File: config.mk
export PLATFORM = sky130hd
export DESIGN_NAME = hsv_to_rgb_converter_unit
export DESIGN_NICKNAME = d
export VERILOG_FILES = /design/src/rtl/hsvrgb_pkg.sv /design/src/rtl/hsvrgb_prep.sv /design/src/rtl/hsvrgb_div_step.sv /design/src/rtl/hsvrgb_select.sv /design/src/rtl/hsv_to_rgb_converter_unit.sv
export SDC_FILE = /design/constraint.sdc
export NUM_CORES = 2
export LEC_CHECK = 0
export CORE_UTILIZATION = 30
export DETAILED_ROUTE_END_ITERATION = 7
export DONT_BUFFER_PORTS = 1
export SLEW_MARGIN = 20
export SYNTH_ARGS = -nofsm -noshare
export SYNTH_HDL_FRONTEND = slang
export SYNTH_HIERARCHICAL = 1
export SYNTH_SLANG_ARGS = --single-unit
File: constraint.sdc
create_clock -name clock -period 23.1 [get_ports clock]
set_clock_uncertainty 0.05 [all_clocks]
set_input_delay 6.93 -clock clock [delete_from_list [all_inputs] [get_ports clock]]
set_output_delay 6.93 -clock clock [all_outputs]
set_load 0.02 [all_outputs]
File: src/rtl/hsvrgb_pkg.sv
package hsvrgb_pkg;

   // Default channel width
   localparam int CHANNEL_BITS_DEF = 8;

   // Input field widths
   localparam int HUE_W = 15;
   localparam int COMP_W = 8;

   // Hue geometry in 1/64-degree units
   localparam int HUE_SECTOR = 3840;
   localparam int HUE_PERIOD = 7680;
   localparam int T_W = 12;

   // Intermediate product widths
   localparam int A_W = 20;   // s*t + (255-s)*3840
   localparam int BX_W = 28;  // v*a
   localparam int VZ_W = 16;  // v*(255-s)

   // Constant divisors of the three components
   localparam int unsigned DIV_C = 255;
   localparam int unsigned DIV_Z = 65025;
   localparam int unsigned DIV_X = 249696000;

   // Hue sector codes, named by the channels taking c then x
   typedef logic [2:0] sector_type;
   localparam sector_type SECTOR_RG = 3'd0;
   localparam sector_type SECTOR_GR = 3'd1;
   localparam sector_type SECTOR_GB = 3'd2;
   localparam sector_type SECTOR_BG = 3'd3;
   localparam sector_type SECTOR_BR = 3'd4;
   localparam sector_type SECTOR_RB = 3'd5;

endpackage

File: src/rtl/hsvrgb_prep.sv
module hsvrgb_prep
   import hsvrgb_pkg::*;
#(
   parameter int CHANNEL_BITS = CHANNEL_BITS_DEF
) (
   input  logic                            clock,
   input  logic                            reset,
   input  logic                            in_valid,
   output logic                            in_ready,
   input  logic [HUE_W-1:0]                in_hue,
   input  logic [COMP_W-1:0]               in_sat,
   input  logic [COMP_W-1:0]               in_val,
   output logic                            out_valid,
   input  logic                            out_ready,
   output logic [BX_W+CHANNEL_BITS-1:0]    out_num_x,
   output logic [VZ_W+CHANNEL_BITS-1:0]    out_num_z,
   output logic [COMP_W+CHANNEL_BITS-1:0]  out_num_c,
   output sector_type                      out_sector
);

   localparam int NX_W = BX_W + CHANNEL_BITS;
   localparam int NZ_W = VZ_W + CHANNEL_BITS;
   localparam int NC_W = COMP_W + CHANNEL_BITS;

   // Stage valids and enables
   logic v1_ff, v2_ff, v3_ff, v4_ff;
   logic rdy1, rdy2, rdy3, rdy4;

   assign rdy4 = !v4_ff || out_ready;
   assign rdy3 = !v3_ff || rdy4;
   assign rdy2 = !v2_ff || rdy3;
   assign rdy1 = !v1_ff || rdy2;
   assign in_ready = rdy1;

   always_ff @(posedge clock) begin
      if (reset) begin
         v1_ff <= 1'b0;
         v2_ff <= 1'b0;
         v3_ff <= 1'b0;
         v4_ff <= 1'b0;
      end else begin
         if (rdy1) v1_ff <= in_valid;
         if (rdy2) v2_ff <= v1_ff;
         if (rdy3) v3_ff <= v2_ff;
         if (rdy4) v4_ff <= v3_ff;
      end
   end

   // Stage 1: hue sector and triangle position
   sector_type         sec1_in, sec1_ff;
   logic [T_W:0]       r1;
   logic [T_W-1:0]     t1_in, t1_ff;
   logic [COMP_W-1:0]  s1_ff, ns1_ff, v1d_ff;

   always_comb begin
      if (in_hue < HUE_W'(HUE_SECTOR)) begin
         sec1_in = SECTOR_RG;
      end else if (in_hue < HUE_W'(2 * HUE_SECTOR)) begin
         sec1_in = SECTOR_GR;
      end else if (in_hue < HUE_W'(3 * HUE_SECTOR)) begin
         sec1_in = SECTOR_GB;
      end else if (in_hue < HUE_W'(4 * HUE_SECTOR)) begin
         sec1_in = SECTOR_BG;
      end else if (in_hue < HUE_W'(5 * HUE_SECTOR)) begin
         sec1_in = SECTOR_BR;
      end else begin
         sec1_in = SECTOR_RB;
      end

      // hue mod period, hue below 4.3 periods
      if (in_hue >= HUE_W'(4 * HUE_PERIOD)) begin
         r1 = (T_W+1)'(in_hue - HUE_W'(4 * HUE_PERIOD));
      end else if (in_hue >= HUE_W'(3 * HUE_PERIOD)) begin
         r1 = (T_W+1)'(in_hue - HUE_W'(3 * HUE_PERIOD));
      end else if (in_hue >= HUE_W'(2 * HUE_PERIOD)) begin
         r1 = (T_W+1)'(in_hue - HUE_W'(2 * HUE_PERIOD));
      end else if (in_hue >= HUE_W'(HUE_PERIOD)) begin
         r1 = (T_W+1)'(in_hue - HUE_W'(HUE_PERIOD));
      end else begin
         r1 = (T_W+1)'(in_hue);
      end

      if (r1 >= (T_W+1)'(HUE_SECTOR)) begin
         t1_in = T_W'((T_W+1)'(HUE_PERIOD) - r1);
      end else begin
         t1_in = T_W'(r1);
      end
   end

   always_ff @(posedge clock) begin
      if (rdy1) begin
         sec1_ff <= sec1_in;
         t1_ff <= t1_in;
         s1_ff <= in_sat;
         ns1_ff <= ~in_sat;
         v1d_ff <= in_val;
      end
   end

   // Stage 2: x weight numerator and zero-level product
   logic [A_W-1:0]     a2_in, a2_ff;
   logic [VZ_W-1:0]    vz2_in, vz2_ff;
   logic [COMP_W-1:0]  v2d_ff;
   sector_type         sec2_ff;

   always_comb begin
      a2_in = A_W'(s1_ff * t1_ff) + (A_W'(ns1_ff) << 12) - (A_W'(ns1_ff) << 8);
      vz2_in = v1d_ff * ns1_ff;
   end

   always_ff @(posedge clock) begin
      if (rdy2) begin
         a2_ff <= a2_in;
         vz2_ff <= vz2_in;
         v2d_ff <= v1d_ff;
         sec2_ff <= sec1_ff;
      end
   end

   // Stage 3: v times x weight, full-scale for zero and c
   logic [BX_W-1:0]  bx3_in, bx3_ff;
   logic [NZ_W-1:0]  nz3_in, nz3_ff;
   logic [NC_W-1:0]  nc3_in, nc3_ff;
   sector_type       sec3_ff;

   always_comb begin
      bx3_in = BX_W'(v2d_ff * a2_ff);
      nz3_in = (NZ_W'(vz2_ff) << CHANNEL_BITS) - NZ_W'(vz2_ff);
      nc3_in = (NC_W'(v2d_ff) << CHANNEL_BITS) - NC_W'(v2d_ff);
   end

   always_ff @(posedge clock) begin
      if (rdy3) begin
         bx3_ff <= bx3_in;
         nz3_ff <= nz3_in;
         nc3_ff <= nc3_in;
         sec3_ff <= sec2_ff;
      end
   end

   // Stage 4: full-scale for x
   logic [NX_W-1:0]  nx4_in, nx4_ff;
   logic [NZ_W-1:0]  nz4_ff;
   logic [NC_W-1:0]  nc4_ff;
   sector_type       sec4_ff;

   assign nx4_in = (NX_W'(bx3_ff) << CHANNEL_BITS) - NX_W'(bx3_ff);

   always_ff @(posedge clock) begin
      if (rdy4) begin
         nx4_ff <= nx4_in;
         nz4_ff <= nz3_ff;
         nc4_ff <= nc3_ff;
         sec4_ff <= sec3_ff;
      end
   end

   assign out_valid = v4_ff;
   assign out_num_x = nx4_ff;
   assign out_num_z = nz4_ff;
   assign out_num_c = nc4_ff;
   assign out_sector = sec4_ff;

endmodule

File: src/rtl/hsvrgb_div_step.sv
module hsvrgb_div_step
   import hsvrgb_pkg::*;
#(
   parameter int CHANNEL_BITS = CHANNEL_BITS_DEF
) (
   input  logic                            clock,
   input  logic                            reset,
   input  logic                            in_valid,
   output logic                            in_ready,
   input  logic [BX_W+CHANNEL_BITS-1:0]    in_num_x,
   input  logic [VZ_W+CHANNEL_BITS-1:0]    in_num_z,
   input  logic [COMP_W+CHANNEL_BITS-1:0]  in_num_c,
   input  sector_type                      in_sector,
   output logic                            out_valid,
   input  logic                            out_ready,
   output logic [CHANNEL_BITS-1:0]         out_quo_x,
   output logic [CHANNEL_BITS-1:0]         out_quo_z,
   output logic [CHANNEL_BITS-1:0]         out_quo_c,
   output sector_type                      out_sector
);

   localparam int NX_W = BX_W + CHANNEL_BITS;
   localparam int NZ_W = VZ_W + CHANNEL_BITS;
   localparam int NC_W = COMP_W + CHANNEL_BITS;
   localparam int Q1_W = CHANNEL_BITS + 1;
   localparam int PX_W = NX_W + Q1_W;
   localparam int PZ_W = NZ_W + Q1_W;
   localparam int PC_W = NC_W + Q1_W;

   // Reciprocals floor(2^W / D) for a W-bit numerator; estimate is low by at most one
   localparam logic [Q1_W-1:0] RCP_X = Q1_W'((64'd1 << NX_W) / 64'(DIV_X));
   localparam logic [Q1_W-1:0] RCP_Z = Q1_W'((64'd1 << NZ_W) / 64'(DIV_Z));
   localparam logic [Q1_W-1:0] RCP_C = Q1_W'((64'd1 << NC_W) / 64'(DIV_C));

   // Stage valids and enables
   logic v1_ff, v2_ff;
   logic rdy1, rdy2;

   assign rdy2 = !v2_ff || out_ready;
   assign rdy1 = !v1_ff || rdy2;
   assign in_ready = rdy1;

   always_ff @(posedge clock) begin
      if (reset) begin
         v1_ff <= 1'b0;
         v2_ff <= 1'b0;
      end else begin
         if (rdy1) v1_ff <= in_valid;
         if (rdy2) v2_ff <= v1_ff;
      end
   end

   // Stage 1: quotient estimate by reciprocal multiply
   logic [PX_W-1:0]          px1;
   logic [PZ_W-1:0]          pz1;
   logic [PC_W-1:0]          pc1;
   logic [CHANNEL_BITS-1:0]  ex1_in, ex1_ff, ez1_in, ez1_ff, ec1_in, ec1_ff;
   logic [NX_W-1:0]          nx1_ff;
   logic [NZ_W-1:0]          nz1_ff;
   logic [NC_W-1:0]          nc1_ff;
   sector_type               sec1_ff;

   always_comb begin
      px1 = PX_W'(in_num_x) * PX_W'(RCP_X);
      pz1 = PZ_W'(in_num_z) * PZ_W'(RCP_Z);
      pc1 = PC_W'(in_num_c) * PC_W'(RCP_C);
      ex1_in = px1[NX_W +: CHANNEL_BITS];
      ez1_in = pz1[NZ_W +: CHANNEL_BITS];
      ec1_in = pc1[NC_W +: CHANNEL_BITS];
   end

   always_ff @(posedge clock) begin
      if (rdy1) begin
         ex1_ff <= ex1_in;
         ez1_ff <= ez1_in;
         ec1_ff <= ec1_in;
         nx1_ff <= in_num_x;
         nz1_ff <= in_num_z;
         nc1_ff <= in_num_c;
         sec1_ff <= in_sector;
      end
   end

   // Stage 2: bump the estimate when one more divisor still fits
   logic [Q1_W-1:0]          ux2, uz2, uc2;
   logic [PX_W-1:0]          mx2;
   logic [PZ_W-1:0]          mz2;
   logic [PC_W-1:0]          mc2;
   logic [CHANNEL_BITS-1:0]  qx2_in, qx2_ff, qz2_in, qz2_ff, qc2_in, qc2_ff;
   sector_type               sec2_ff;

   always_comb begin
      ux2 = Q1_W'(ex1_ff) + Q1_W'(1);
      uz2 = Q1_W'(ez1_ff) + Q1_W'(1);
      uc2 = Q1_W'(ec1_ff) + Q1_W'(1);
      mx2 = PX_W'(ux2) * PX_W'(DIV_X);
      mz2 = PZ_W'(uz2) * PZ_W'(DIV_Z);
      mc2 = PC_W'(uc2) * PC_W'(DIV_C);
      qx2_in = ex1_ff;
      if (PX_W'(nx1_ff) >= mx2) qx2_in = CHANNEL_BITS'(ux2);
      qz2_in = ez1_ff;
      if (PZ_W'(nz1_ff) >= mz2) qz2_in = CHANNEL_BITS'(uz2);
      qc2_in = ec1_ff;
      if (PC_W'(nc1_ff) >= mc2) qc2_in = CHANNEL_BITS'(uc2);
   end

   always_ff @(posedge clock) begin
      if (rdy2) begin
         qx2_ff <= qx2_in;
         qz2_ff <= qz2_in;
         qc2_ff <= qc2_in;
         sec2_ff <= sec1_ff;
      end
   end

   assign out_valid = v2_ff;
   assign out_quo_x = qx2_ff;
   assign out_quo_z = qz2_ff;
   assign out_quo_c = qc2_ff;
   assign out_sector = sec2_ff;

endmodule

File: src/rtl/hsvrgb_select.sv
module hsvrgb_select
   import hsvrgb_pkg::*;
#(
   parameter int CHANNEL_BITS = CHANNEL_BITS_DEF
) (
   input  logic                     clock,
   input  logic                     reset,
   input  logic                     in_valid,
   output logic                     in_ready,
   input  logic [CHANNEL_BITS-1:0]  in_comp_c,
   input  logic [CHANNEL_BITS-1:0]  in_comp_x,
   input  logic [CHANNEL_BITS-1:0]  in_comp_z,
   input  sector_type               in_sector,
   output logic                     out_valid,
   input  logic                     out_ready,
   output logic [CHANNEL_BITS-1:0]  out_red,
   output logic [CHANNEL_BITS-1:0]  out_green,
   output logic [CHANNEL_BITS-1:0]  out_blue
);

   logic vld_ff;
   logic rdy;

   assign rdy = !vld_ff || out_ready;
   assign in_ready = rdy;

   always_ff @(posedge clock) begin
      if (reset) begin
         vld_ff <= 1'b0;
      end else if (rdy) begin
         vld_ff <= in_valid;
      end
   end

   // Sector picks which channel takes c, x or zero level
   logic [CHANNEL_BITS-1:0] red_in, green_in, blue_in;
   logic [CHANNEL_BITS-1:0] red_ff, green_ff, blue_ff;

   always_comb begin
      case (in_sector)
         SECTOR_RG: begin
            red_in = in_comp_c; green_in = in_comp_x; blue_in = in_comp_z;
         end
         SECTOR_GR: begin
            red_in = in_comp_x; green_in = in_comp_c; blue_in = in_comp_z;
         end
         SECTOR_GB: begin
            red_in = in_comp_z; green_in = in_comp_c; blue_in = in_comp_x;
         end
         SECTOR_BG: begin
            red_in = in_comp_z; green_in = in_comp_x; blue_in = in_comp_c;
         end
         SECTOR_BR: begin
            red_in = in_comp_x; green_in = in_comp_z; blue_in = in_comp_c;
         end
         default: begin
            red_in = in_comp_c; green_in = in_comp_z; blue_in = in_comp_x;
         end
      endcase
   end

   always_ff @(posedge clock) begin
      if (rdy) begin
         red_ff <= red_in;
         green_ff <= green_in;
         blue_ff <= blue_in;
      end
   end

   assign out_valid = vld_ff;
   assign out_red = red_ff;
   assign out_green = green_ff;
   assign out_blue = blue_ff;

endmodule

File: src/rtl/hsv_to_rgb_converter_unit.sv
// HSV to RGB pixel converter, six-sector method.
// Request channel: req_hue (1/64 degree), req_saturation and req_brightness
// (code/255). A request is taken at a clock edge where req_valid is high and
// req_stall is low. Result channel: rsp_red, rsp_green, rsp_blue, each
// CHANNEL_BITS wide, taken when rsp_valid is high and rsp_stall is low.
// At any channel width the path runs through the hue decode and product
// stages, the constant divisions (reciprocal multiply, then a one-step
// correction) and one output register. Throughput is one pixel per cycle
// while rsp_stall is low; every stage carries its own valid bit.
// When the receiver stalls, the results hold and empty stages upstream keep
// filling, so req_stall rises only once the whole pipeline is full; nothing
// is lost or repeated. Synchronous reset clears all valid bits; no clearing
// pass is needed and a request can be taken in the first cycle after reset.
module hsv_to_rgb_converter_unit
   import hsvrgb_pkg::*;
#(
   parameter int CHANNEL_BITS = CHANNEL_BITS_DEF
) (
   input  logic                     clock,
   input  logic                     reset,
   input  logic                     req_valid,
   output logic                     req_stall,
   input  logic [HUE_W-1:0]         req_hue,
   input  logic [COMP_W-1:0]        req_saturation,
   input  logic [COMP_W-1:0]        req_brightness,
   output logic                     rsp_valid,
   input  logic                     rsp_stall,
   output logic [CHANNEL_BITS-1:0]  rsp_red,
   output logic [CHANNEL_BITS-1:0]  rsp_green,
   output logic [CHANNEL_BITS-1:0]  rsp_blue
);

   localparam int NX_W = BX_W + CHANNEL_BITS;
   localparam int NZ_W = VZ_W + CHANNEL_BITS;
   localparam int NC_W = COMP_W + CHANNEL_BITS;

   logic prep_ready;

   // Numerators from the product stages
   logic              div_valid;
   logic              div_ready;
   logic [NX_W-1:0]   num_x;
   logic [NZ_W-1:0]   num_z;
   logic [NC_W-1:0]   num_c;
   sector_type        div_sector;

   // Channel components after division
   logic                     sel_ready;
   logic                     sel_valid;
   logic [CHANNEL_BITS-1:0]  comp_x;
   logic [CHANNEL_BITS-1:0]  comp_z;
   logic [CHANNEL_BITS-1:0]  comp_c;
   sector_type               sel_sector;

   assign req_stall = !prep_ready;

   // Hue decode and products
   hsvrgb_prep #(
      .CHANNEL_BITS(CHANNEL_BITS)
   ) u_prep (
      .clock      (clock),
      .reset      (reset),
      .in_valid   (req_valid),
      .in_ready   (prep_ready),
      .in_hue     (req_hue),
      .in_sat     (req_saturation),
      .in_val     (req_brightness),
      .out_valid  (div_valid),
      .out_ready  (div_ready),
      .out_num_x  (num_x),
      .out_num_z  (num_z),
      .out_num_c  (num_c),
      .out_sector (div_sector)
   );

   // Constant divisions for the three components
   hsvrgb_div_step #(
      .CHANNEL_BITS(CHANNEL_BITS)
   ) u_div (
      .clock      (clock),
      .reset      (reset),
      .in_valid   (div_valid),
      .in_ready   (div_ready),
      .in_num_x   (num_x),
      .in_num_z   (num_z),
      .in_num_c   (num_c),
      .in_sector  (div_sector),
      .out_valid  (sel_valid),
      .out_ready  (sel_ready),
      .out_quo_x  (comp_x),
      .out_quo_z  (comp_z),
      .out_quo_c  (comp_c),
      .out_sector (sel_sector)
   );

   // Channel routing and output register
   hsvrgb_select #(
      .CHANNEL_BITS(CHANNEL_BITS)
   ) u_select (
      .clock     (clock),
      .reset     (reset),
      .in_valid  (sel_valid),
      .in_ready  (sel_ready),
      .in_comp_c (comp_c),
      .in_comp_x (comp_x),
      .in_comp_z (comp_z),
      .in_sector (sel_sector),
      .out_valid (rsp_valid),
      .out_ready (!rsp_stall),
      .out_red   (rsp_red),
      .out_green (rsp_green),
      .out_blue  (rsp_blue)
   );

endmodule

==> results.ini <==
[timing]
finalSetupTns_ns = 0
rsz0062_at_grt = false
setup_violations = 0
timing.fmax_mhz = 60.4
period_needed_ns = 16.56
slew_viol_final = 0
timing.final.crit_share = 0.717
max-slew-margin-rel = 0.276
layout_setup_ws_ns = 6.54
final_hold_viol_count = 0
tightest_slew_ns = 1.08

[logic_synthesis]
avgSynthCellArea_um2 = 10.8
ys_seq_elements = 397
synth-edff-count = 390
synth-async-reset-ratio = 0
postSynthCellCount = 3679
yosysTopAreaCell = edfxtp_1
synthTopCellsByCount = 617 x inv_1, 602 x ha_1, 390 x edfxtp_1
synth-compound-area-share = 0.0928
synth.most_common_cell = inv_1
yosysWarningCount = 6
synth-main-ff-cell = edfxtp_1
yosys.area_share.simple = 0.109
synth_area_leaders = edfxtp_1 29%, fa_1 19%, ha_1 19%
ys_seq_area_frac = 0.298
synth_xor_area_frac = 0.0526
ys_types = 90
syn-cell-area_um2 = 39800
synth_top_family_by_area = adder cells
syn_nets = 4693
yosys.area.top_type_share = 0.294
muxShareOfSynthArea = 0.00510
yosys.area_share.adder = 0.379

[floorplan]
placeableCoreArea_um2 = 131000
row_count = 133
initial_utilization = 0.303
die_h_um = 366
io_pins = 61
fp.dieW_um = 366
die-area_um2 = 134000

[route]
drt_iter0_markers = 1232
routedWlPerCell_um = 14.3
drc = 0
postRouteAntennaNets = 0
wirelength_um = 78500
viasPerCell = 4.62
vias = 25300
first_pass_iters = 5

[cts]
clkLatencyLatePin_ns = 0.58
cts_hold_buffers = 0
clock_path_buffers = 3
post_cts_buffers = 0
cts_made_buffers = 45
root_buffer = clkbuf_16
clkSinkCount = 397
clk_pin_slew_ns = 0.06
ctsResizeCount = 0
cts_tree = built
htree_levels = 2

[hold_path]
hp-class = reg2reg

[placement]
dp_hpwl_um = 63500
place_inst = 5397
post-place-ws_ns = 6.55
portBuffers = 0
gp_congestion = 0.819

[setup_path]
crit_path_end_kind = output port
crit_type = in2out
crit_chain = inv_1, nand2b_1, buf_4, nor2b_1, nand2_4, nor2b_1, and3_1, nand2_2, buf_4, inv_1
critPathLaunchType = input pin
path_buf_inv = 4
critPathMaxFanout = 40
cp_top_family = simple AND/OR/NAND/NOR gates
critPathSlowestCell = nor2b_1
crit_arrival_ns = 9.58
worstPathRequired_ns = 16.12
cp_slowest_stage_delay_ns = 0.46

[global_routing]
gr-usage-met2 = 0.197
antenna_found_initial = 1
track_usage = 0.119
grt.met3_usage = 0.0133
overflow = 0
first_global_vias = 26378
grt_pass1_wl_um = 134000
grtUsageMet1 = 0.166
grt_max_degree = 69
top_usage_layer = met2

[final_layout]
area.growth.synth_to_final_pct = 9.00
final_core_util = 0.330
drive_above_1_share = 0.0384
layout.nets = 4704
finalNonFillerCells = 5482
fillers = 13259

[outcome]
outcome = complete, no violations

[run]
max-cap-violations = 0

-- layer usage --
layer	up-vias	wire length (um)
met4	0	1460
li1	12563	-
met1	12305	38300
met5	-	0
met3	88	2400
met2	344	36400
-- final timing paths --
kind	startpoint	to	slack [ns]	cells after the start
max	rsp_stall	req_stall	6.54	10
min	u_prep/nc3_ff[12]$_DFFE_PP_	u_prep/out_num_c[12]$_DFFE_PP_	0.36	0
max reg2reg	u_div/ex1_ff[0]$_DFFE_PP_	u_div/out_quo_x[6]$_DFFE_PP_	14.68	29
min reg2reg	u_prep/nc3_ff[12]$_DFFE_PP_	u_prep/out_num_c[12]$_DFFE_PP_	0.36	0
-- sequential cells by signal (all words and copies together), names as in the netlist, 16 cells and up --
register and flops:
u_div/nz1_ff 24, u_prep/vz2_ff 16, u_div/nx1_ff 36, u_div/nc1_ff 16
u_prep/out_num_c 16, u_prep/a2_ff 20, u_prep/out_num_z 24, u_prep/out_num_x 36
u_prep/bx3_ff 28, u_prep/nc3_ff 16, u_prep/nz3_ff 24
-- cells in the final DEF, fill, tap and decap left out, drive strengths merged, types with 13 or more instances in the layout --
master  synthesis  layout
xor2           82      82
nand2         227     227
and2          216     216
inv           617     627
nand3b         15      15
a21oi         152     152
a31oi          22      22
and3           41      41
o211ai         22      22
nand4          27      27
o21a           32      32
ha            602     602
fa            377     377
xnor2         154     154
a211oi         21      21
clkbuf         36      53
o21ai          92      92
nor2          121     121
o21bai         18      18
or3            13      13
clkinv          1      18
or2            17      17
nand3          37      37
a221oi         21      21
nor3           49      49
nand2b         23      23
a21o           67      67
edfxtp        390     390
nor2b          21      21
-- per-stage QoR --
stage	instance area, um^2	hold slack (ns)
2_1_floorplan	39800	0.350
3_3_place_gp	41900	0.354
3_5_place_dp	41900	0.355
4_1_cts	43300	0.365
5_1_grt	43400	0.371
6_report	43400	0.358
-- area by class of cell --
cell class | instances | area, um^2 | area share
clock inverter | 30 | 265 | 0.00612
multi-input combinational | 2617 | 25400 | 0.586
sequential | 397 | 11900 | 0.273
antenna | 1 | 2.50 | 0.0000577
clock buffer | 53 | 1200 | 0.0276
inverter | 618 | 2320 | 0.0535
tap | 1755 | 2200 | 0.0506
timing repair buffer | 11 | 103 | 0.00237
-- logic make-up after synthesis --
logic type                 after synthesis
muxes                                   19
xor gates and xnor gates               236
DFF                                    397
buffers and inverters                  665
AOI/OAI and AO/OA                      548
and+or+nand+nor                        835
adders and majority gates              979
Power is left out: the tool's default activity adds up to more than one toggle a clock period on the data nets, which glitch-free logic cannot reach.
